## config.mk

```make
export PLATFORM = sky130hd
export DESIGN_NAME = sblt_ctrl
export DESIGN_NICKNAME = d
export VERILOG_FILES = /design/src/design/sblt_pkg.sv /design/src/design/sblt_ctrl.sv
export SDC_FILE = /design/constraint.sdc
export NUM_CORES = 1
export LEC_CHECK = 0
export BUFFER_PORTS_ARGS = -buffer_cell sky130_fd_sc_hd__buf_4
export CORE_AREA = 3 3 40 42
export CTS_CLUSTER_DIAMETER = 100
export DETAILED_ROUTE_END_ITERATION = 6
export DIE_AREA = 0 0 43 45
export SLEW_MARGIN = 20
export SYNTH_ARGS = -nofsm -noshare
export SYNTH_HDL_FRONTEND = slang
export SYNTH_SLANG_ARGS = --single-unit
```

## constraint.sdc

```tcl
create_clock -name clock -period 2.4 [get_ports clock]
set_input_delay 0.48 -clock clock [delete_from_list [all_inputs] [get_ports clock]]
set_output_delay 0.48 -clock clock [all_outputs]
set_load 0.1 [all_outputs]
```

## src/design/sblt_pkg.sv

```systemverilog
// ----------------------------------------------------------------------------
// sblt_pkg
// Shared types and constants for the spectrum band level tracker.
// ----------------------------------------------------------------------------
package sblt_pkg;

   localparam int BANDS       = 10;
   localparam int BAND_W      = 4;
   localparam int LOG_STEPS   = 16;
   localparam int STEP_W      = 5;

   localparam logic signed [15:0] LEVEL_FLOOR = -16'sd15360;
   localparam logic signed [15:0] AVG_RESET   = -16'sd11520;
   localparam logic [18:0]        DB_PER_LOG2 = 19'd394566;

   localparam logic [2:0] CSR_AVG_ALPHA  = 3'd0;
   localparam logic [2:0] CSR_PEAK_ALPHA = 3'd1;
   localparam logic [2:0] CSR_INV_FS     = 3'd2;
   localparam logic [2:0] CSR_BIAS       = 3'd3;
   localparam logic [2:0] CSR_SUPPRESS   = 3'd4;

   // Datapath commands issued by the controller
   typedef struct packed {
      logic load;       // capture request, start log
      logic log_step;   // one squaring step of the log
      logic db_calc;    // log2 to dB
      logic avg_calc;   // average update and state write
      logic scale_calc; // scaling and clamp
      logic peak_calc;  // peak update and result capture
      logic cal_calc;   // calibration copy and result capture
   } cmd_type;

   typedef struct packed {
      logic in_range;
      logic is_cal;
   } stat_type;

endpackage

```

## src/design/sblt_ctrl.sv

```systemverilog
// ----------------------------------------------------------------------------
// sblt_ctrl
// Sequencer: decode, then log iterations, dB, average, scale and peak steps, or a calibrate copy.
// ----------------------------------------------------------------------------
module sblt_ctrl (
   input  logic              clock,
   input  logic              reset,
   input  logic              req_tvalid,
   output logic              req_tready,
   input  sblt_pkg::stat_type stat,
   input  logic              rsp_free,
   output sblt_pkg::cmd_type cmd
);

   typedef enum logic [2:0] {
      ST_IDLE, ST_LOG, ST_DB, ST_AVG, ST_SCALE, ST_PEAK, ST_WAIT
   } state_type;

   state_type                   state_ff, state_in;
   logic [sblt_pkg::STEP_W-1:0] step_ff, step_in;

   assign req_tready = (state_ff == ST_IDLE);

   // Next state and commands
   always_comb begin
      state_in = state_ff;
      step_in  = step_ff;
      cmd      = '0;
      case (state_ff)
         ST_IDLE: begin
            if (req_tvalid) begin
               cmd.load = 1'b1;
               state_in = ST_WAIT;
            end
         end
         ST_WAIT: begin
            // decode the captured request
            if (!stat.in_range) begin
               state_in = ST_IDLE;
            end else if (stat.is_cal) begin
               if (rsp_free) begin
                  cmd.cal_calc = 1'b1;
                  state_in = ST_IDLE;
               end
            end else begin
               step_in  = '0;
               state_in = ST_LOG;
            end
         end
         ST_LOG: begin
            cmd.log_step = 1'b1;
            step_in = step_ff + 1'b1;
            if (step_ff == sblt_pkg::STEP_W'(sblt_pkg::LOG_STEPS - 1)) state_in = ST_DB;
         end
         ST_DB: begin
            cmd.db_calc = 1'b1;
            state_in = ST_AVG;
         end
         ST_AVG: begin
            cmd.avg_calc = 1'b1;
            state_in = ST_SCALE;
         end
         ST_SCALE: begin
            cmd.scale_calc = 1'b1;
            state_in = ST_PEAK;
         end
         ST_PEAK: begin
            if (rsp_free) begin
               cmd.peak_calc = 1'b1;
               state_in = ST_IDLE;
            end
         end
         default: state_in = ST_IDLE;
      endcase
   end

   // Hold state
   always_ff @(posedge clock) begin
      if (reset) begin
         state_ff <= ST_IDLE;
         step_ff  <= '0;
      end else begin
         state_ff <= state_in;
         step_ff  <= step_in;
      end
   end

   a_one_cmd: assert property (@(posedge clock) disable iff (reset)
      $onehot0(cmd)) else $error("more than one datapath command");
   a_load_idle: assert property (@(posedge clock) disable iff (reset)
      cmd.load |=> !req_tready) else $error("ready after load");
   a_log_len: assert property (@(posedge clock) disable iff (reset)
      cmd.db_calc |-> $past(cmd.log_step)) else $error("dB without log");

endmodule

```

==> impl_results.md, run 1 <==
* Status: complete, no violations
* Synthesized netlist net count at 65
* Final setup fails at 0
* Post-synth EDFFs at 0
* Largest net degree at the start of global routing at 16
* CTS tree: built
* Syn. warnings at 0
* Clock Path Buffers at 2
* Vias in the first global route at 379
* Share of cells above drive strength 1 at 38.0%
* Ports at 14
* Initial drt markers at 6
* Resized Gates After CTS at 0
* ANT nets after route at 0
* Async S/R FF share, synth at 0%
* Most frequent cell after synthesis: dfxtp_1
* Gr usage total at 12.1%
* R2R Setup Slk at 860 ps
* Max_cap viols at 0
* Syn Std Cell Area at 514 µm²
* Share of the synthesized area in the top cell type at 31.1%
* Vias per cell at 5.28
* Post-synth top cells: dfxtp_1, a21oi_1
* Crit end category: primary output
* Slew HR at 62.6%
* Sequential cell area fraction in the yosys report at 31.1%
* ANT cells at 0
* Initial antenna violation count at 0
* Post-CTS Hold Fix Bufs at 0
* CTS buffer count at 3
* Die Wd at 43 µm
* Root Driver: clkbuf_4
* PortBufs at 13
* Std-Cell Rows at 13
* Global-route wire length before repair at 1720 µm
* Sequential Area at 160 µm²
* WL/cell at 12.0 µm
* Clock Skew at 9.03 ps
* Multi-input gate area at 352 µm²
* Worst hold endpoint: step_ff[2]
* Worst path required time at 1920 ps
* Hold Fails Final Rpt at 0
* Worst slew pin tran at 560 ps
* Hold Startpoint: reset
* Placed wire-length estimate at 772 µm
* Final Cycle Share at 84.3%
* Primary FF master, synth: dfxtp_1
* Pre-CTS WS at 640 ps
* Mean Syn Cell Area at 9.02 µm²
* RSZ-0062 raised after global routing: false
* Area leader, netlist: dfxtp_1
* Routability Congestion at 0.718
* Synth area leaders: dfxtp_1, a22o_1, ha_1
* Fmax at 0.494 GHz
* Reg2reg end: step_ff[0]
* Gr ovfl total at 0
* Worst setup margin at 377 ps
* Reg clk slew, reported paths at 60 ps
* Syn-to-layout area delta at 30.2%
* Worst setup SP type: register
* DIE AREA at 1940 µm²
* Final Max Slew Viols at 0
* Clk sinks at 8
* Critical path data arrival time at 1540 ps
* Nets at 81
* Register bit total from synthesis at 8
* Drt drc at 0
* Postcts setup bufs at 0
* Worst Reg-to-Reg Cells at 4
* Post-Synthesis Cells at 57
* Pre-antenna DRT Iters at 3
* Min Hold Slack at 442 ps
* Vias at 454
* Starting Density at 40.0%
* Worst reg2reg startpoint: state_ff[0]
* Clock period minus worst slack at 2020 ps
* Distinct cells, synth at 33
* Drt total wl at 1030 µm
* Hold crit path type: in -> reg
* Die Height at 45 µm
* H-Tree Depth at 1
* Fillers at 141
* CP Class: reg -> out
* Clk_lat worst skew at 260 ps
* Placeable Area at 1280 µm²
* Hold path cells at 2
* CP Max Fanout at 12
-- final cells by class --
cell class                      count  share of cell area, %
Clock buffer                        3                   3.36
Inverter                            3                   1.68
Multi-Input combinational cell     43                   52.5
Sequential cell                     8                   23.9
Tap cell                           15                   2.80
Timing Repair Buffer               14                   15.7
-- registers in the layout (all words and copies together) (netlist names) --
name and cells:
step_ff 5, state_ff 3
-- logic make-up after synthesis --
family / count (synthesis) / share of synthesized area [%]
mux: 2 / 4.38
compound gates: 15 / 21.9
xor+xnor: 1 / 1.70
simple gates: 23 / 30.9
buf+inv: 6 / 5.11
fa+ha+maj: 2 / 4.87
flops: 8 / 31.1
-- layout by cell type, fill, tap and decap left out, types with 2 or more instances in the layout --
cell type / Yosys / routed
nor2_1: 3 / 2
mux2_2: 2 / 2
a22o_1: 3 / 3
nand2b_1: 2 / 2
clkbuf_4: 0 / 3
inv_1: 3 / 3
nand3_1: 3 / 3
ha_1: 2 / 2
a21oi_1: 4 / 4
dfxtp_1: 8 / 8
buf_4: 1 / 14
-- metrics by stage --
step                      cells  cell area [µm²]  util, %  setup TNS, ps
final                        86              669     52.1              0
after global routing         86              669     52.1              0
after CTS                    86              669     52.1              0
after detailed placement     83              647     50.3              0
after global placement       83              647     50.3              0
after floorplan              57              538        -           -443
-- how the worst max path moves through the flow --
| stage | cells after the start | startpoint | to |
|---|---|---|---|
| after floorplan | 3 | state_ff[2] | cmd[6] |
| after global placement | 3 | state_ff[1] | cmd[0] |
| after detailed placement | 3 | state_ff[1] | cmd[0] |
| after CTS | 3 | state_ff[1] | cmd[0] |
| after global routing | 3 | state_ff[1] | cmd[0] |
| final | 3 | state_ff[1] | cmd[0] |
-- worst max-delay path: stages, from the launching register on --
cell	delay [ps]
dfxtp_1	640
nand3_1	220
nor2_2	140
buf_4	290
-- layer usage --
metal	wire length, µm	share of wire, %	track usage [%]
met3	74	7.2	7.57
met1	532	52	15.8
met4	0	0	3.61
met2	423	41	16.5
met5	0	0	0
Power of run 1 is not shown: default switching activity piles up to over one toggle a cycle in this logic, so the estimate is an artifact.
==> inputs of run 2 (changes only) <==
- clock period: 2.4 -> 1.77 ns (I/O delays scaled with it)
==> run 2 against run 1 <==
  * Wire length is 2.9% lower
  * Clock skew fell by 8.8 ps
  * Critical endpoint unchanged
  * First-iteration DRC count up 83%
  * Sequential share of layout area is 0.096 points higher
  * Critical path type unchanged
  * Final cell count unchanged
  * Sequential cell count is the same
==> impl_results.md, run 2 (synthesized netlist as in run 1, its figures left out) <==
* Clock period minus worst slack at 1670 ps
* Postcts setup bufs at 0
* Initial antenna violation count at 0
* Largest stage delay, worst path at 510 ps
* Syn-to-layout area delta at 36.7%
* Nets at 81
* Gr ovfl total at 0
* Vias at 472
* Pre-antenna DRT Iters at 4
* Placed wire-length estimate at 780 µm
* Fmax at 0.597 GHz
* Worst slew pin tran at 314 ps
* Largest register FFs at 5
* Clock Path Buffers at 2
* Largest delay contributor family on the critical path: flip-flops
* Drt total wl at 1000 µm
* CTS tree: built
* Number of buffers and inverters on the critical path at 1
* Worst path required time at 1420 ps
* Worst setup SP type: register
* Routability Congestion at 0.738
* Clk_lat worst skew at 250 ps
* Vias per cell at 5.49
* Largest net degree at the start of global routing at 16
* CTS buffer count at 3
* ANT cells at 0
* Clk sinks at 8
* Reg clk slew, reported paths at 50 ps
* RSZ-0062 raised after global routing: false
* Max_cap viols at 0
* Std-Cell Rows at 13
* CP Max Fanout at 15
* Die Wd at 43 µm
* Final Max Slew Viols at 0
* Top flop regs: step_ff (5), state_ff (3)
* Slew HR at 79.1%
* Clock Skew at 0.247 ps
* PortBufs at 13
* Hold crit path type: in -> reg
* Gr usage total at 12.7%
* Final setup fails at 0
* Root Driver: clkbuf_4
* Post-route cell area at 703 µm²
* WL/cell at 11.6 µm
* Largest register by flop count: step_ff
* Die Height at 45 µm
* ANT nets after route at 0
* Hold Fails Final Rpt at 0
* CP Class: reg -> out
* Final Cycle Share at 94.6%
* Critical path data arrival time at 1320 ps
* Post-CTS Hold Fix Bufs at 0
* Drt drc at 0
* Commonest non-fill, non-tap cell in the layout: buf_4
* Crit-path cells: nand3b_1 > nor2_4 > buf_4
* DIE AREA at 1940 µm²
* Placeable Area at 1280 µm²
* Dpl cell area at 676 µm²
* Starting Density at 40.0%
* Global-route wire length before repair at 1820 µm
* Status: complete, no violations
* Critical-path top delay cell: dfxtp_2
* Commonest non-fill, non-tap cells in the layout: buf_4, dfxtp_1, a21oi_1
* Vias in the first global route at 409
* Initial drt markers at 11
* Final Core Density at 54.7%
* Ports at 14
* H-Tree Depth at 1
* Share of cells above drive strength 1 at 45.1%
* Fillers at 119
* Crit end category: primary output
run 2: cell counts in the layout (fill, tap and decap cells not counted):
Identical to the previous run, type by type.
run 2: repair_timing:
| item | CTS | global route |
|---|---|---|
| setup endpoints to repair | 0 | 4 |
| endpoints found under the hold margin | 0 | 0 |
| gates resized for setup | 0 | 2 |
run 2: metrics by stage:
step	setup slack, ps	instances	setup TNS (ps)	hold WS [ps]
after global placement	296	83	0	472
after CTS	10.3	86	0	303
after floorplan	-371	57	-415	416
final	95.8	86	0	311
after detailed placement	292	83	0	475
after global routing	17.8	86	0	320
run 2: area by class of cell:
cell class	instances	area, µm²	share of cell area [%]
Sequential cell	8	169	24.0
Multi-Input combinational cell	43	377	53.6
Inverter	3	11.3	1.60
Tap cell	15	18.8	2.67
Timing Repair Buffer	14	105	14.9
Clock buffer	3	22.5	3.20
run 2: path summary, 6_finish.rpt:
path                               endpoint  depth (start not counted)   startpoint  slack [ps]
worst max-delay path                 cmd[0]                          3  state_ff[2]         100
worst min-delay path            state_ff[0]                          2        reset         310
worst max register to register  state_ff[1]                          6   step_ff[0]         320
worst min register to register   step_ff[4]                          1   step_ff[4]         480
run 2: routing by layer:
metal  up-vias  GRT usage (%)  part of all wire (%)
met5         -              0                     0
met4         0           1.81                     0
met3         0           7.57                   8.0
met2        13           16.5                    44
met1       218           18.1                    48
li1        241              -                     -
run 2: worst register-to-register path, cell delays in order (launching register included):
cell,delay [ps]
dfxtp_1,340
ha_1,230
and3_1,190
ha_1,170
nor2b_1,150
nor2_1,70
o211a_1,200
Power of run 2 is left out for the same reason.
==> inputs of run 3 (changes only) <==
- CELL_PAD_IN_SITES_DETAIL_PLACEMENT: unset -> 1
- CELL_PAD_IN_SITES_GLOBAL_PLACEMENT: unset -> 2
- CORE_AREA: 3 3 40 42 -> unset
- CORE_MARGIN: unset -> 3
- CORE_UTILIZATION: unset -> 25
- DIE_AREA: 0 0 43 45 -> unset
- PLACE_DENSITY_LB_ADDON: unset -> 0.1
==> run 3 against run 2 <==
  * Register-to-register slack about the same
  * Clock skew increased by 1.1 ps
  * Fmax grew 0.78%
  * Critical path depth unchanged
  * Sequential share of layout area down 0.28 points
  * Sequential cell count stayed put
  * Critical endpoint unchanged
==> impl_results.md, run 3 (synthesized netlist as in run 1, its figures left out) <==
* Critical path data arrival time at 1310 ps
* Largest register by flop count: step_ff
* Slew HR at 75.3%
* Hold crit path type: in -> reg
* Final Max Slew Viols at 0
* Inst Count DP at 93
* Initial drt markers at 0
* Vias at 480
* Clock Path Buffers at 2
* Top flop regs: step_ff (5), state_ff (3)
* CP Class: reg -> out
* Vias per cell at 5.00
* Global-route wire length before repair at 2300 µm
* Fmax at 0.602 GHz
* Worst path required time at 1420 ps
* Postcts setup bufs at 0
* Share of cells above drive strength 1 at 45.1%
* Clk_lat worst skew at 250 ps
* CTS buffer count at 3
* Fillers at 237
* Worst Reg-to-Reg Cells at 6
* Syn-to-layout area delta at 40.4%
* Status: complete, no violations
* RSZ-0062 raised after global routing: false
* Clock Skew at 1.32 ps
* Commonest non-fill, non-tap cells in the layout: buf_4, dfxtp_1, a21oi_1
* H-Tree Depth at 1
* Drt total wl at 1280 µm
* Fin cells at 96
* Final Cycle Share at 93.9%
* Commonest non-fill, non-tap cell in the layout: buf_4
* Nets at 81
* Pre-antenna DRT Iters at 1
* Clock period minus worst slack at 1660 ps
* CP Max Fanout at 12
* Largest register FFs at 5
* Gr ovfl total at 0
* CTS tree: built
* Max_cap viols at 0
* Vias in the first global route at 484
* Die Wd at 51.4 µm
* Ports at 14
* Worst setup SP type: register
* Hold path cells at 2
* Root Driver: clkbuf_4
* Hold Fails Final Rpt at 0
* WL/cell at 13.4 µm
* Final setup fails at 0
* Routability Congestion at 0.717
* Initial antenna violation count at 0
* ANT nets after route at 0
* Gr usage total at 11.8%
* Die Height at 51.4 µm
* Placeable Area at 1840 µm²
* Placed wire-length estimate at 938 µm
* Crit end category: primary output
* Clk sinks at 8
* ANT cells at 0
* Reg clk slew, reported paths at 50 ps
* Std-Cell Rows at 15
* PortBufs at 13
* DIE AREA at 2640 µm²
* Worst slew pin tran at 370 ps
* Largest net degree at the start of global routing at 16
* Starting Density at 28.0%
* Drt drc at 0
run 3: cell types whose count changed in the layout (fill, tap and decap cells not counted):
cell	previous run	this run
buf_4	14	13
buf_6	0	1
dfxtp_2	1	0
dfxtp_4	2	3
run 3: through the flow:
step / utilization (%) / setup TNS [ps] / hold slack, ps / instance area [µm²] / setup WS, ps
CTS: 38.8 / 0 / 303 / 713 / 16.6
floorplan: - / -415 / 416 / 591 / -371
detailed placement: 37.4 / 0 / 477 / 688 / 256
global placement: 37.4 / 0 / 475 / 688 / 278
global route: 39.3 / 0 / 323 / 722 / 13.8
finish: 39.3 / 0 / 316 / 722 / 109
run 3: area by class of cell:
class	instances	area, µm²	area share, %
repair buffers	14	109	15.1
inverters	3	11.3	1.56
flip-flops and latches	8	171	23.7
well taps	25	31.3	4.33
multi-input cells	43	377	52.2
clock buffers	3	22.5	3.12
run 3: per-layer routing:
metal	vias up	GRT usage, %	part of all wire, %
met3	3	5.25	5.1
met4	0	2.62	1.1
met5	-	0	0
met2	9	18.9	44
li1	244	-	-
met1	224	14.4	50
run 3: path summary, 6_finish.rpt:
check / start / to / slack (ps)
max: state_ff[1] / cmd[0] / 110
min reg2reg: step_ff[4] / step_ff[4] / 480
max reg2reg: step_ff[0] / state_ff[1] / 320
min: reset / state_ff[0] / 320
run 3: repair_timing:
action / 4_1_cts / 5_1_grt
setup endpoints to repair: 3 / 5
resized for setup: 1 / 3
hold buffers: 0 / 0
cloned: 0 / 0
run 3: worst max-delay path: stages, from the launching register on:
cell,delay [ps]
dfxtp_4,450
nand3_1,180
nor2_4,130
buf_4,290
Power of run 3 is left out for the same reason.
